**src/hw/rtl/cts_pkg.sv**
```systemverilog
// ----------------------------------------------------------------------------
// Countdown thread scheduler package
// Shared types and constants for the slot chain and its controller.
// ----------------------------------------------------------------------------
package cts_pkg;

   // default number of thread slots
   localparam int SLOTS_DEF = 16;

   // fixed field widths
   localparam int PRIO_W    = 8;
   localparam int OUT_IDX_W = 4;
   localparam int KIND_W    = 2;
   localparam int REQ_DW    = 8;
   localparam int RSP_DW    = 16;

   // request kinds
   typedef enum logic [KIND_W-1:0] {
      KIND_TICK   = 2'd0,
      KIND_CREATE = 2'd1,
      KIND_TERM   = 2'd2,
      KIND_START  = 2'd3
   } kind_type;

   // controller states
   typedef enum logic [1:0] {
      ST_IDLE = 2'd0,
      ST_WALK = 2'd1,
      ST_DONE = 2'd2
   } state_type;

   // contents of one thread slot
   typedef struct packed {
      logic              used;
      logic [PRIO_W-1:0] reload;
      logic [PRIO_W-1:0] count;
   } slot_type;

   // broadcast operation applied to the resting chain
   typedef struct packed {
      logic              clear_all;   // drop every used flag
      logic              load_idle;   // with clear_all: slot 0 becomes the idle thread
      logic              clear_sel;   // drop used flag of the selected slot
      logic              reload_sel;  // reload counter of the selected slot
      logic [PRIO_W-1:0] idle_prio;
   } cell_op_type;

endpackage

```
**src/hw/rtl/cts_cell.sv**
```systemverilog
// ----------------------------------------------------------------------------
// Slot cell
// Holds one thread slot. While the chain shifts it takes its neighbor's
// slot; at rest it applies the broadcast operation addressed to its index.
// ----------------------------------------------------------------------------
module cts_cell #(
   parameter int INDEX = 0,
   parameter int IDX_W = 4
) (
   input  logic                 clock,
   input  logic                 reset,
   input  logic                 shift_en,
   input  cts_pkg::slot_type    shift_in,
   input  cts_pkg::cell_op_type op,
   input  logic [IDX_W-1:0]     sel_idx,
   output cts_pkg::slot_type    slot_q
);
   import cts_pkg::*;

   slot_type slot_ff;
   slot_type slot_in;
   logic     hit;

   assign hit = (sel_idx == IDX_W'(INDEX));

   // next slot value
   always_comb begin
      slot_in = slot_ff;
      if (shift_en) begin
         slot_in = shift_in;
      end else if (op.clear_all) begin
         slot_in.used = 1'b0;
         if ((INDEX == 0) && op.load_idle) begin
            slot_in.used   = 1'b1;
            slot_in.reload = op.idle_prio;
            slot_in.count  = op.idle_prio;
         end
      end else if (op.clear_sel && hit) begin
         slot_in.used = 1'b0;
      end else if (op.reload_sel && hit) begin
         slot_in.count = slot_ff.reload;
      end
   end

   always_ff @(posedge clock) begin
      if (reset) begin
         slot_ff <= '0;
      end else begin
         slot_ff <= slot_in;
      end
   end

   assign slot_q = slot_ff;

endmodule

```
**src/hw/rtl/cts_ctrl.sv**
```systemverilog
// ----------------------------------------------------------------------------
// Scheduler controller
// Sequences the slot chain: walks it for tick and create, broadcasts
// terminate, start and reload, and holds the result register.
// ----------------------------------------------------------------------------
module cts_ctrl #(
   parameter int SLOTS = cts_pkg::SLOTS_DEF,
   parameter int IDX_W = $clog2(SLOTS)
) (
   input  logic                         clock,
   input  logic                         reset,
   // request side
   input  logic                         req_tvalid,
   output logic                         req_tready,
   input  logic [cts_pkg::KIND_W-1:0]   req_kind,
   input  logic [cts_pkg::PRIO_W-1:0]   req_prio,
   // result side
   output logic                         rsp_tvalid,
   input  logic                         rsp_tready,
   output logic [cts_pkg::RSP_DW-1:0]   rsp_tdata,
   // configuration
   input  logic                         csr_we,
   input  logic [cts_pkg::PRIO_W-1:0]   csr_wdata,
   // chain
   input  cts_pkg::slot_type            head_slot,
   output cts_pkg::slot_type            tail_slot,
   output logic                         shift_en,
   output cts_pkg::cell_op_type         cell_op,
   output logic [IDX_W-1:0]             sel_idx
);
   import cts_pkg::*;

   localparam logic [IDX_W-1:0] LAST_STEP = IDX_W'(SLOTS - 1);

   state_type           state_ff, state_in;
   kind_type            kind_ff, kind_in;
   logic [PRIO_W-1:0]   prio_ff, prio_in;
   logic [IDX_W-1:0]    step_ff, step_in;
   logic [IDX_W-1:0]    best_ff, best_in;
   logic [PRIO_W-1:0]   best_cnt_ff, best_cnt_in;
   logic                found_ff, found_in;
   logic [IDX_W-1:0]    slot_ff, slot_in;
   logic [IDX_W-1:0]    cur_ff, cur_in;
   logic                none_ff, none_in;
   logic [PRIO_W-1:0]   idle_prio_ff;
   logic                rsp_valid_ff, rsp_valid_in;
   logic [RSP_DW-1:0]   rsp_data_ff, rsp_data_in;

   logic [PRIO_W-1:0]      head_dec;
   logic [IDX_W-1:0]       rsp_cur;
   logic                   rsp_vld;
   logic [IDX_W+3:0]       cur_ext;
   logic [IDX_W+3:0]       slot_ext;
   logic [OUT_IDX_W-1:0]   out_cur;
   logic [OUT_IDX_W-1:0]   out_slot;
   logic                   out_fail;

   // decremented head counter, saturating at zero
   assign head_dec = head_slot.count - PRIO_W'(head_slot.count != '0);

   // result fields
   assign rsp_cur  = (kind_ff == KIND_TICK) ? best_ff : cur_ff;
   assign rsp_vld  = (kind_ff == KIND_TICK) ? 1'b1 : !none_ff;
   assign cur_ext  = {4'b0000, rsp_cur};
   assign slot_ext = {4'b0000, slot_ff};
   assign out_cur  = rsp_vld ? cur_ext[OUT_IDX_W-1:0] : '0;
   assign out_fail = (kind_ff == KIND_CREATE) && !found_ff;
   assign out_slot = ((kind_ff == KIND_CREATE) && found_ff) ? slot_ext[OUT_IDX_W-1:0] : '0;

   // next state and chain control
   always_comb begin
      state_in     = state_ff;
      kind_in      = kind_ff;
      prio_in      = prio_ff;
      step_in      = step_ff;
      best_in      = best_ff;
      best_cnt_in  = best_cnt_ff;
      found_in     = found_ff;
      slot_in      = slot_ff;
      cur_in       = cur_ff;
      none_in      = none_ff;
      rsp_valid_in = rsp_valid_ff && !rsp_tready;
      rsp_data_in  = rsp_data_ff;
      req_tready   = 1'b0;
      shift_en     = 1'b0;
      cell_op      = '0;
      sel_idx      = cur_ff;
      tail_slot    = head_slot;

      unique case (state_ff)
         ST_IDLE: begin
            req_tready = 1'b1;
            if (req_tvalid) begin
               kind_in  = kind_type'(req_kind);
               prio_in  = req_prio;
               step_in  = '0;
               found_in = 1'b0;
               slot_in  = '0;
               unique case (kind_type'(req_kind))
                  KIND_TICK: begin
                     none_in  = 1'b0;
                     state_in = ST_WALK;
                  end
                  KIND_CREATE: begin
                     state_in = ST_WALK;
                  end
                  KIND_TERM: begin
                     cell_op.clear_sel = !none_ff;
                     state_in          = ST_DONE;
                  end
                  KIND_START: begin
                     cell_op.clear_all = 1'b1;
                     cell_op.load_idle = 1'b1;
                     cell_op.idle_prio = idle_prio_ff;
                     none_in           = 1'b1;
                     cur_in            = '0;
                     state_in          = ST_DONE;
                  end
                  default: begin
                     state_in = ST_IDLE;
                  end
               endcase
            end
         end

         ST_WALK: begin
            // one slot passes the head per cycle
            shift_en = 1'b1;
            step_in  = step_ff + 1'b1;
            if (kind_ff == KIND_TICK) begin
               tail_slot.count = head_dec;
               if (step_ff == '0) begin
                  best_in     = '0;
                  best_cnt_in = head_dec;
               end else if (head_slot.used && (head_slot.count < best_cnt_ff)) begin
                  best_in     = step_ff;
                  best_cnt_in = head_dec;
               end
            end else if (!found_ff && !head_slot.used) begin
               tail_slot.used   = 1'b1;
               tail_slot.reload = prio_ff;
               tail_slot.count  = prio_ff;
               found_in         = 1'b1;
               slot_in          = step_ff;
            end
            if (step_ff == LAST_STEP) begin
               state_in = ST_DONE;
            end
         end

         ST_DONE: begin
            // reload of the chosen slot repeats harmlessly while stalled
            if (kind_ff == KIND_TICK) begin
               cell_op.reload_sel = 1'b1;
               sel_idx            = best_ff;
            end
            if (!rsp_valid_ff || rsp_tready) begin
               rsp_valid_in = 1'b1;
               rsp_data_in  = {{(RSP_DW - 2 - 2 * OUT_IDX_W){1'b0}},
                               rsp_vld, out_cur, out_fail, out_slot};
               if (kind_ff == KIND_TICK) begin
                  cur_in = best_ff;
               end
               state_in = ST_IDLE;
            end
         end

         default: begin
            state_in = ST_IDLE;
         end
      endcase
   end

   // control registers
   always_ff @(posedge clock) begin
      if (reset) begin
         state_ff     <= ST_IDLE;
         cur_ff       <= '0;
         none_ff      <= 1'b1;
         idle_prio_ff <= '0;
         rsp_valid_ff <= 1'b0;
      end else begin
         state_ff     <= state_in;
         cur_ff       <= cur_in;
         none_ff      <= none_in;
         rsp_valid_ff <= rsp_valid_in;
         if (csr_we) begin
            idle_prio_ff <= csr_wdata;
         end
      end
   end

   // working and payload registers
   always_ff @(posedge clock) begin
      kind_ff     <= kind_in;
      prio_ff     <= prio_in;
      step_ff     <= step_in;
      best_ff     <= best_in;
      best_cnt_ff <= best_cnt_in;
      found_ff    <= found_in;
      slot_ff     <= slot_in;
      rsp_data_ff <= rsp_data_in;
   end

   assign rsp_tvalid = rsp_valid_ff;
   assign rsp_tdata  = rsp_data_ff;

endmodule

```
**src/hw/rtl/countdown_thread_scheduler_top.sv**
```systemverilog
// ----------------------------------------------------------------------------
// Countdown thread scheduler
// Deadline-counter priority scheduler over a ring of thread slot cells.
// ----------------------------------------------------------------------------
// Usage:
//   req channel: one transfer per request. req_tuser[1:0] is the kind
//   (tick, create, terminate, start), req_tdata[7:0] the priority used
//   by create. rsp channel: exactly one result per request, packed in
//   rsp_tdata. csr_we / csr_wdata write the idle thread priority; write
//   it only while no request is in flight.
//   Tick and create walk the slot ring one slot per cycle. One request is
//   worked on at a time; the next request is taken as soon as the
//   controller is back in idle.
//   The result sits in an output register: a stalled receiver does not
//   stop the next request from being walked, only its result waits until
//   the previous one has been transferred.
//   Reset clears all slots, the idle priority and the current thread
//   (no thread current); no result is pending after reset.
// ----------------------------------------------------------------------------
module countdown_thread_scheduler_top #(
   parameter int SLOTS = cts_pkg::SLOTS_DEF
) (
   input  logic                        clock,
   input  logic                        reset,
   // request: tdata[7:0] priority_req
   input  logic                        req_tvalid,
   output logic                        req_tready,
   input  logic [cts_pkg::REQ_DW-1:0]  req_tdata,
   // request: tuser[1:0] kind
   input  logic [cts_pkg::KIND_W-1:0]  req_tuser,
   // result: tdata[3:0] created_slot, [4] create_failed,
   //         [8:5] current_thread, [9] current_valid, [15:10] zero
   output logic                        rsp_tvalid,
   input  logic                        rsp_tready,
   output logic [cts_pkg::RSP_DW-1:0]  rsp_tdata,
   // configuration: idle_priority
   input  logic                        csr_we,
   input  logic [cts_pkg::PRIO_W-1:0]  csr_wdata
);
   import cts_pkg::*;

   localparam int IDX_W = $clog2(SLOTS);

   slot_type          slot_q [SLOTS];
   slot_type          tail_slot;
   logic              shift_en;
   cell_op_type       cell_op;
   logic [IDX_W-1:0]  sel_idx;

   // controller
   cts_ctrl #(
      .SLOTS (SLOTS),
      .IDX_W (IDX_W)
   ) u_ctrl (
      .clock      (clock),
      .reset      (reset),
      .req_tvalid (req_tvalid),
      .req_tready (req_tready),
      .req_kind   (req_tuser),
      .req_prio   (req_tdata[PRIO_W-1:0]),
      .rsp_tvalid (rsp_tvalid),
      .rsp_tready (rsp_tready),
      .rsp_tdata  (rsp_tdata),
      .csr_we     (csr_we),
      .csr_wdata  (csr_wdata),
      .head_slot  (slot_q[0]),
      .tail_slot  (tail_slot),
      .shift_en   (shift_en),
      .cell_op    (cell_op),
      .sel_idx    (sel_idx)
   );

   // slot ring: each cell takes its upper neighbor, the last takes the head
   for (genvar k = 0; k < SLOTS; k++) begin : g_cell
      slot_type shift_in;
      if (k == SLOTS - 1) begin : g_tail
         assign shift_in = tail_slot;
      end else begin : g_mid
         assign shift_in = slot_q[k+1];
      end
      cts_cell #(
         .INDEX (k),
         .IDX_W (IDX_W)
      ) u_cell (
         .clock    (clock),
         .reset    (reset),
         .shift_en (shift_en),
         .shift_in (shift_in),
         .op       (cell_op),
         .sel_idx  (sel_idx),
         .slot_q   (slot_q[k])
      );
   end

endmodule

```
**config.mk**
```make
export PLATFORM = sky130hd
export DESIGN_NAME = countdown_thread_scheduler_top
export DESIGN_NICKNAME = d
export VERILOG_FILES = /design/src/hw/rtl/cts_pkg.sv /design/src/hw/rtl/cts_cell.sv /design/src/hw/rtl/cts_ctrl.sv /design/src/hw/rtl/countdown_thread_scheduler_top.sv
export SDC_FILE = /design/constraint.sdc
export NUM_CORES = 1
export LEC_CHECK = 0
export BUFFER_PORTS_ARGS = -buffer_cell sky130_fd_sc_hd__buf_2
export CAP_MARGIN = 10
export CORE_MARGIN = 3
export CORE_UTILIZATION = 55
export DETAILED_ROUTE_END_ITERATION = 8
export PLACE_DENSITY = 0.72
export SETUP_SLACK_MARGIN = 0.15
export SYNTH_ARGS = -nofsm -noshare
export SYNTH_HDL_FRONTEND = slang
export SYNTH_HIERARCHICAL = 1
export SYNTH_SLANG_ARGS = --single-unit
export TNS_END_PERCENT = 20
```
**constraint.sdc**
```tcl
create_clock -name clock -period 4.35 [get_ports clock]
set_clock_uncertainty 0.1 [all_clocks]
set_input_delay 0.6525 -clock clock [delete_from_list [all_inputs] [get_ports clock]]
set_output_delay 0.6525 -clock clock [all_outputs]
set_load 0.02 [all_outputs]
```
# [Word-level counts from Yosys, hierarchy flattened]
# Index checks and enable logic that the tools add are counted.
# W data, S select, Z words.
[classes] add_sub_neg=2 order_cmp=1 n_eq_ne=46 mux=155 reduce_logical=114
[op_table] op="$mux W8" n=70
[op_table] op="$mux W17" n=4
[op_table] op="$mux W1" n=58
[op_table] op="$reduce_and A3 Y1" n=19
[op_table] op="$reduce_bool A3 Y1" n=17
[op_table] op="$reduce_bool A2 Y1" n=21
[op_table] op="$logic_and A1 B1 Y1" n=37
[op_table] op="$eq A4 B4 Y1 const B" n=9
[op_table] op="$mux W4" n=9
[op_table] op="$ne A2 B2 Y1 const B" n=18
[op_table] op="$pmux W4 S2" n=3
[op_table] op="$eq A4 B3 Y1 const B" n=4
[op_table] op="$mux W9" n=1
[op_table] op="$eq A4 B2 Y1 const B" n=2
[op_table] op="$logic_not A4 Y1" n=2
[op_table] op="$lt A8 B8 Y1" n=1
[op_table] op="$mux W2" n=4
[op_table] op="$ne A2 B1 Y1 const B" n=4
[op_table] op="$reduce_and A2 Y1" n=4
[op_table] op="$reduce_and A4 Y1" n=2
[op_table] op="$reduce_bool A8 Y1" n=1
[op_table] op="$sub A8 B1 Y8" n=1
[op_table] op="$eq A2 B1 Y1 const B" n=3
[op_table] op="$eq A2 B2 Y1 const B" n=3
[op_table] op="11 further kinds" n=21
[word_totals] reg_bits=329 in_bits=23 output_inout_bits=18 elab_cells=381

# [Longest topological paths before layout]
# Gate-level depths: netlist of the first run.
[depth] ltp_word=9 depth_mapped=10 mapped_depth_nobuf=10

# [Cells and area by module]
# Netlist of the first run, hierarchy kept.
[modules_own_cells] module="cts_cell at g_cell[10].u_cell ..." n_inst=6 cells_each=78 area_each_um2=818.3 seq_area_each_um2=340.3
[modules_own_cells] module="cts_ctrl" n_inst=1 cells_each=283 area_each_um2=3046.7 seq_area_each_um2=1551.5
[modules_own_cells] module="cts_cell at g_cell[11].u_cell ..." n_inst=4 cells_each=78 area_each_um2=754.5 seq_area_each_um2=340.3
[modules_own_cells] module="cts_cell at g_cell[1].u_cell ..." n_inst=4 cells_each=77 area_each_um2=720.7 seq_area_each_um2=340.3
[modules_own_cells] module="cts_cell at g_cell[0].u_cell" n_inst=1 cells_each=107 area_each_um2=988.4 seq_area_each_um2=340.3
[modules_own_cells] module="cts_cell at g_cell[15].u_cell" n_inst=1 cells_each=78 area_each_um2=802.0 seq_area_each_um2=340.3

# [Worst setup path before layout of the first run]
# Ideal clock, no wire load.
[synth_path] kind="register to register" start="register u_ctrl.state_ff[0]" end="register g_cell[1].u_cell.slot_ff (netlist bit g_cell[1].u_cell/slot_q[0])" setup_time_ns=0.086 t_arrival_ns=3.698 required_time_ns=4.164 slack_ns=0.466 path_stages_with_launch=9 n_path_buf=1 synth_period_minus_slack_ns=3.884 path_cell_list="dfxtp_1 buf_6 nor2_1 nand2_1 inv_1 and3_1 nor3b_2 a21o_2 a211oi_1"
[synth_rtl] element="start: declaration" line="cts_ctrl.sv:35" text="state_type state_ff, state_in;"
[synth_rtl] element="start signal: assignment" line="cts_ctrl.sv:183" text="state_ff <= state_in;"
[synth_rtl] element="end signal: assignment" line="cts_cell.sv:49" text="slot_ff <= slot_in;"
[synth_rtl] element="end: declaration" line="cts_cell.sv:20" text="slot_type slot_ff;"

==> key figures, run 1 <==
CTS
  • Worst-skew pair later-pin latency: 0.50 ns
  • Setup Fix Bufs, Post-CTS: 0
  • Hold-fix buffers, CTS: 0
  • Clock-pin slew on the worst setup and hold paths: 0.06 ns
  • H-tree depth: 2
  • Longest Clk Path Bufs: 3
  • # clock sinks: 329
  • CTS Buf Count: 35
  • Post-CTS sizing: 0
  • CTS root buf: clkbuf_16
  • CTS tree: yes

Cells and area
  • Ratio of cells with drive above 1 in the final layout: 0.147
  • Layout area overhead: 7.42%
  • Most frequent cells in the layout: dfxtp_1 (288), a21oi_1 (245), a211oi_1 (194), nor2_1 (147), and2b_1 (75)
  • Final Cell Area: 0.0168 mm2
  • N_diodes: 0
  • Layout Cells excl Fill: 1931
  • Most common cell after layout, fill and taps aside: dfxtp_1
  • Net count, final: 1566

Power
  • Seq pwr share: 0.473
  • Cell Int Power: 5330 uW
  • Switch share: 0.259
  • Gate power share: 0.135
  • Peak VDD IR: 0.269 mV
  • Power Density: 428 mW/mm2
  • Pleak: 0.00617 uW
  • Tot Pwr: 7190 uW
  • Net switching power: 1860 uW
  • Clock power frac: 0.392

Setup path
  • CP Class: flop to flop
  • R2R Path End: g_cell[3].u_cell/slot_q[3]
  • Setup crit start kind: flop
  • R2r worst-path depth: 7
  • Flop2flop setup slack: 1.00 ns
  • Arrival @ worst endpoint: 3.66 ns
  • Worst Path Required: 4.67 ns
  • Max Fanout on Critical Path: 22
  • Crit path launch: u_ctrl/kind_ff[1]
  • Crit. End Element: flop
  • RR Startpoint: u_ctrl/kind_ff[1]

Logic synthesis
  • Post-synth cell types: 74
  • Mapped Cells: 1556
  • Mean Syn Cell Area: 10.1 um2
  • Post-synth ARST share: 0
  • Synth Register Bits: 329
  • Cell area after synthesis: 0.0156 mm2
  • Sequential share of the synthesized area: 0.447
  • EDFF count, synth: 41
  • Synth Flop Type: dfxtp_1
  • Synth warnings: 6

Outcome
  • Status: finished, final reports clean

Place
  • Cell area after placement: 0.0157 mm2
  • Post-DP HPWL: 21.4 mm
  • Placed cells: 1870
  • IO buf count: 34
  • GPL Wtd Cong: 0.880

Global route
  • First-pass GRT wire length: 54.4 mm
  • Total GRT Usage: 0.211
  • Largest net degree at the start of global routing: 218
  • Number of global-route vias before repair: 10700
  • Number of antenna violations at the first check in global routing: 0
  • Gr ovfl total: 0

Detailed routing
  • Final WL: 32.9 mm
  • Drc violations: 0
  • Routed via count divided by cell count: 5.83
  • Routed vias: 11300
  • DR WL/cell: 17.0 um
  • Drt pass-1 iters: 5
  • ANT nets after route: 0
  • Initial DRC count: 894

Flow run
  • Max-cap viol count: 0

Die
  • Initial Utilization: 0.560
  • Die footprint: 0.0305 mm2
  • Std-Cell Rows: 61
  • Die height: 175 um
  • CORE AREA: 0.0279 mm2
  • Die Wd: 175 um
  • I/O pin count: 41

STA
  • Final hold viol count: 0
  • TNS Setup: 0 ns
  • Slew margin rel.: 0.384
  • Fin crit share: 0.769
  • Final Max Tran Viols: 0
  • F_max: 299 MHz
  • Worst-Margin Slew: 0.924 ns
  • RSZ-0062 raised after global routing: false
  • Final setup fails: 0
  • Period minus WS final: 3.35 ns

Worst hold path
  • Worst Hold Class: input pin to flop
  • Hold EP: u_ctrl/prio_ff[3]
  • Worst Min Path Start: req_tdata[3]
  • Worst hold path depth: 1
[critical path: stages (launching register included)]
cell and delay (ns):
edfxtp_1 0.45, or2_1 0.43, nor2_2 0.16, buf_4 0.28, mux2_2 0.55, nor4bb_4 0.82, a211oi_1 0.22, a211oi_2 0.24
[cell type report]
class	count	area (um2)
Tap cell	378	473
Timing Repair Buffer	45	313
Fill cell	2375	11100
Inverter	34	135
Sequential cell	329	7000
Clock inverter	6	53.8
Clock buffer	55	1030
Multi-Input combinational cell	1084	7800
[layer usage]
| metal | global-route usage | part of all wire | vias to the layer above |
|---|---|---|---|
| li1 | - | - | 5689 |
| met1 | 0.301 | 0.48 | 5322 |
| met2 | 0.337 | 0.46 | 206 |
| met3 | 0.0324 | 0.044 | 49 |
| met4 | 0.0549 | 0.017 | 0 |
| met5 | 0 | 0 | - |
[state kept, by name, summed over array words and instances, names as in the netlist, 2 cells and up]
register / cells
g_cell.u_cell/slot_q: 272
u_ctrl/rsp_tdata: 10
u_ctrl/best_cnt_ff: 8
u_ctrl/idle_prio_ff: 8
u_ctrl/prio_ff: 8
u_ctrl/best_ff: 4
u_ctrl/cur_ff: 4
u_ctrl/slot_ff: 4
u_ctrl/step_ff: 4
u_ctrl/kind_ff: 2
u_ctrl/state_ff: 2
[cells by family after synthesis]
family,count (synthesis),share of synthesized area
adders and majority gates,14,0.0112
muxes,28,0.0189
buffers and inverters,148,0.0557
xor gates and xnor gates,8,0.00448
AOI/OAI and AO/OA,584,0.280
other,1,0.000240
DFF,329,0.447
and+or+nand+nor,444,0.183
[power by group through the flow]
stage | clock network [uW] | logic [uW] | registers, uW
2_1_floorplan | 0 | 846 | 3420
3_3_place_gp | 0 | 935 | 3460
3_5_place_dp | 0 | 962 | 3460
4_1_cts | 2900 | 966 | 3400
5_1_grt | 3020 | 1070 | 3420
6_report | 2820 | 971 | 3400
[worst max path at each step]
stage | endpoint | cells past startpoint
2_1_floorplan | g_cell[1].u_cell/slot_q[0] | 8
4_1_cts | g_cell[3].u_cell/slot_q[3] | 7
3_5_place_dp | g_cell[3].u_cell/slot_q[3] | 7
3_3_place_gp | g_cell[3].u_cell/slot_q[6] | 7
6_report | g_cell[3].u_cell/slot_q[3] | 7
5_1_grt | g_cell[6].u_cell/slot_q[3] | 7
[Yosys cell counts, types with 4 or more instances]
| library cell | count | area share |
|---|---|---|
| dfxtp_1 | 288 | 0.37 |
| a21oi_1 | 245 | 0.078 |
| a211oi_1 | 194 | 0.093 |
| nor2_1 | 147 | 0.035 |
| and2b_1 | 75 | 0.036 |
| a211oi_2 | 56 | 0.045 |
| nor2b_1 | 56 | 0.022 |
| buf_4 | 46 | 0.022 |
| edfxtp_1 | 41 | 0.079 |
| clkbuf_1 | 32 | 0.0077 |
| inv_1 | 32 | 0.0077 |
| and2_1 | 30 | 0.012 |
| nand2_1 | 28 | 0.0067 |
| buf_2 | 18 | 0.0058 |
| buf_6 | 16 | 0.012 |
| mux2i_1 | 16 | 0.010 |
| o21ba_1 | 15 | 0.0096 |
| ha_1 | 14 | 0.011 |
| nand2b_1 | 14 | 0.0056 |
| nor3_1 | 12 | 0.0038 |
| a2111oi_4 | 11 | 0.019 |
| nor3b_4 | 11 | 0.013 |
| and3_1 | 10 | 0.0040 |
| nand3_1 | 10 | 0.0032 |
| o311ai_1 | 9 | 0.0050 |
| a21o_2 | 8 | 0.0045 |
| a21o_4 | 7 | 0.0067 |
| mux2_1 | 7 | 0.0050 |
| o21ai_0 | 7 | 0.0022 |
| a22oi_1 | 6 | 0.0029 |
| nor3b_2 | 6 | 0.0048 |
| nor4bb_4 | 6 | 0.0096 |
| mux2_2 | 5 | 0.0036 |
| a2111oi_0 | 4 | 0.0022 |
| and2b_2 | 4 | 0.0022 |
| and2b_4 | 4 | 0.0026 |
| and4b_1 | 4 | 0.0026 |
| nand3b_1 | 4 | 0.0019 |
| nor4b_4 | 4 | 0.0061 |
| xnor2_1 | 4 | 0.0022 |
| xor2_1 | 4 | 0.0022 |
[through the flow]
| stage | worst slack [ns] | util | hold WS [ns] |
|---|---|---|---|
| floorplan | 0.466 | - | 0.333 |
| global placement | 1.12 | 0.563 | 0.359 |
| detailed placement | 1.08 | 0.563 | 0.367 |
| CTS | 1.04 | 0.602 | 0.210 |
| global route | 0.808 | 0.602 | 0.209 |
| finish | 1.00 | 0.602 | 0.232 |
(Power assumes the default switching activity.)
==> run 2: changes to the inputs <==
--- a/config.mk
+++ b/config.mk
@@ -5,12 +5,13 @@
 export SDC_FILE = /design/constraint.sdc
 export NUM_CORES = 1
 export LEC_CHECK = 0
+export ABC_AREA = 1
 export BUFFER_PORTS_ARGS = -buffer_cell sky130_fd_sc_hd__buf_2
 export CAP_MARGIN = 10
 export CORE_MARGIN = 3
 export CORE_UTILIZATION = 55
 export DETAILED_ROUTE_END_ITERATION = 8
-export PLACE_DENSITY = 0.72
+export PLACE_DENSITY = 0.74
 export SETUP_SLACK_MARGIN = 0.15
 export SYNTH_ARGS = -nofsm -noshare
 export SYNTH_HDL_FRONTEND = slang
==> constraint.sdc (replaced) <==
create_clock -name clock -period 3 [get_ports clock]
set_clock_uncertainty 0.1 [all_clocks]
set_input_delay 0.45 -clock clock [delete_from_list [all_inputs] [get_ports clock]]
set_output_delay 0.45 -clock clock [all_outputs]
set_load 0.02 [all_outputs]
==> run 2 against run 1 <==
Net effect: sequential cell count did not move; area after synthesis rose by 5.9%; largest cell class unchanged; fmax rose by 37%; highest routed layer unchanged; total power rose by 65%; critical path type unchanged.
==> key figures, run 2 <==
Die
  • I/O pin count: 41
  • Die footprint: 0.0322 mm2
  • Std-Cell Rows: 62
  • Die height: 180 um
  • Die Wd: 180 um
  • Initial Utilization: 0.568
  • CORE AREA: 0.0292 mm2

Power
  • Gate power share: 0.207
  • Pleak: 0.00828 uW
  • Power Density: 667 mW/mm2
  • Seq pwr share: 0.433
  • Switch share: 0.302
  • Clock power frac: 0.360
  • Cell Int Power: 8280 uW
  • Net switching power: 3590 uW
  • Peak VDD IR: 0.565 mV

Worst hold path
  • Worst Min Path Start: req_tdata[3]
  • Worst hold path depth: 1
  • Hold EP: u_ctrl/prio_ff[3]
  • Worst Hold Class: input pin to flop

Setup path
  • Critical path cell sequence: nor2_4 -> inv_2 -> nand2_1 -> o21ai_1 -> nor2_1 -> o21bai_1 -> buf_4 -> nand2_1 -> nor2_2 -> nand2_2 -> a21oi_1 -> nor2_1
  • RR Startpoint: u_ctrl/kind_ff[1]
  • Worst Path Required: 3.31 ns
  • CP Class: flop to flop
  • Slowest stage delay, CP: 0.43 ns
  • Buf+Inv Stages, Crit Path: 2
  • R2r worst-path depth: 12
  • Max Fanout on Critical Path: 16
  • Delay-heaviest family, CP: simple AND/OR/NAND/NOR gates
  • Slowest cell on the critical path: edfxtp_1
  • Flop2flop setup slack: 0.56 ns
  • R2R Path End: g_cell[11].u_cell/slot_q[6]
  • Crit. End Element: flop
  • Arrival @ worst endpoint: 2.75 ns
  • Setup crit start kind: flop

Logic synthesis
  • Synth Register Bits: 329
  • Synth warnings: 6
  • Post-synth cell types: 45
  • Synth top cells by count: nand2_1 (769), dfxtp_1 (288), a21oi_1 (256), inv_1 (225), nor2_1 (205)
  • Cell taking the most area after synthesis: dfxtp_1
  • Mapped Cells: 2328
  • EDFF count, synth: 41
  • Largest cells by area after synthesis: dfxtp_1 (35%), nand2_1 (17%), a21oi_1 (7.7%)
  • Cell area after synthesis: 0.0166 mm2
  • Most common cell in the netlist: nand2_1
  • Post-synth ARST share: 0
  • Sequential share of the synthesized area: 0.422
  • Mean Syn Cell Area: 7.12 um2
  • Synth Flop Type: dfxtp_1
  • Yosys top cell area share: 0.348

Detailed routing
  • Routed vias: 13900
  • Drt pass-1 iters: 5
  • DR WL/cell: 13.0 um
  • Drc violations: 0
  • Initial DRC count: 962
  • ANT nets after route: 0
  • Final WL: 35.6 mm
  • Routed via count divided by cell count: 5.08

Cells and area
  • FILL cells: 2681
  • Ratio of cells with drive above 1 in the final layout: 0.131
  • Net count, final: 2371
  • Most frequent cells in the layout: nand2_1 (769), dfxtp_1 (288), a21oi_1 (256), inv_1 (225), nor2_1 (205)
  • Final Cell Area: 0.0178 mm2
  • N_diodes: 0
  • Layout area overhead: 7.48%
  • Largest register FFs: 272
  • Most common cell after layout, fill and taps aside: nand2_1
  • Layout Cells excl Fill: 2743

Place
  • GPL Wtd Cong: 0.878
  • Post-DP HPWL: 24.5 mm
  • IO buf count: 34
  • Cell area after placement: 0.0166 mm2
  • Placed cells: 2672
  • Place WS: 0.611 ns

STA
  • Worst-Margin Slew: 0.514 ns
  • F_max: 409 MHz
  • Final setup fails: 0
  • TNS Setup: 0 ns
  • Final hold viol count: 0
  • Slew margin rel.: 0.657
  • RSZ-0062 raised after global routing: false
  • Period minus WS final: 2.44 ns
  • Hold slack: 0.0285 ns
  • Fin worst setup slack: 0.557 ns
  • Fin crit share: 0.814
  • Final Max Tran Viols: 0

Global route
  • Number of antenna violations at the first check in global routing: 0
  • Number of global-route vias before repair: 13000
  • Total GRT Usage: 0.215
  • First-pass GRT wire length: 60.4 mm
  • Largest net degree at the start of global routing: 66
  • Gr ovfl total: 0

CTS
  • CTS Buf Count: 37
  • H-tree depth: 2
  • Longest Clk Path Bufs: 3
  • Worst-skew pair later-pin latency: 0.52 ns
  • # clock sinks: 329
  • CTS tree: yes
  • Clock-pin slew on the worst setup and hold paths: 0.06 ns
  • CTS root buf: clkbuf_16
  • Setup Fix Bufs, Post-CTS: 0

Flow run
  • Max-cap viol count: 0

Outcome
  • Status: finished, final reports clean
[run 2: final cells by class]
type / instances / area (um2) / area share
sequential: 329 / 7000 / 0.393
multi-input combinational: 1581 / 7410 / 0.416
timing repair buffer: 72 / 526 / 0.0295
tap: 384 / 480 / 0.0270
clock inverter: 11 / 63.8 / 0.00358
clock buffer: 53 / 1090 / 0.0611
inverter: 313 / 1240 / 0.0699
[run 2: worst reg2reg max path: cells and delay by family, from the launching register on]
| kind | cells | cell delay [ns] |
|---|---|---|
| AO/OA/AOI/OAI | 3 | 0.44 |
| buffers and inverters | 2 | 0.35 |
| flip-flops | 1 | 0.43 |
| AND/OR/NAND/NOR | 7 | 1.00 |
[run 2: power by group through the flow]
stage	Sequential [uW]	Combinational [uW]	Clock, uW
2_1_floorplan	5170	2120	0
3_3_place_gp	5210	2350	0
3_5_place_dp	5220	2420	0
4_1_cts	5130	2450	4370
5_1_grt	5180	2800	4540
6_report	5140	2460	4280
[run 2: kinds of logic (layout without fill, tap and decap cells)]
group                      Yosys count  after routing  synth area share
AOI/OAI and AO/OA                  356            356             0.120
DFF                                329            329             0.422
xor gates and xnor gates             5              5           0.00264
buffers and inverters              423            449             0.132
other                                1              6          0.000226
and+or+nand+nor                   1200           1200             0.312
adders and majority gates           14             14            0.0106
[run 2: how the worst max path moves through the flow]
stage / start / end / slack (ns) / cells after the start
2_1_floorplan: u_ctrl/state_ff[1] / g_cell[1].u_cell/slot_q[6] / 0.24 / 13
3_3_place_gp: u_ctrl/kind_ff[1] / g_cell[7].u_cell/slot_q[3] / 0.64 / 12
3_5_place_dp: u_ctrl/kind_ff[1] / g_cell[11].u_cell/slot_q[6] / 0.61 / 12
4_1_cts: u_ctrl/kind_ff[1] / g_cell[11].u_cell/slot_q[6] / 0.59 / 12
5_1_grt: u_ctrl/kind_ff[0] / g_cell[7].u_cell/slot_q[3] / 0.30 / 12
6_report: u_ctrl/kind_ff[1] / g_cell[11].u_cell/slot_q[6] / 0.56 / 12
[run 2: what timing repair did]
action | CTS | global route
hold endpoints to repair | 7 | 0
gates resized for setup | 0 | 0
setup endpoints to repair | 0 | 0
hold buffers | 7 | 0
[run 2: through the flow]
step,power [uW],util
final,11900,0.610
after global routing,12500,0.610
after CTS,12000,0.610
after detailed placement,7650,0.569
after global placement,7570,0.569
after floorplan,7290,-
[run 2: metal layers]
layer  GRT usage  part of all wire  vias up
li1            -                 -     7228
met5           0                 0        -
met1       0.294              0.46     6360
met2       0.361              0.47      290
met4      0.0563             0.020        0
met3      0.0303             0.050       62
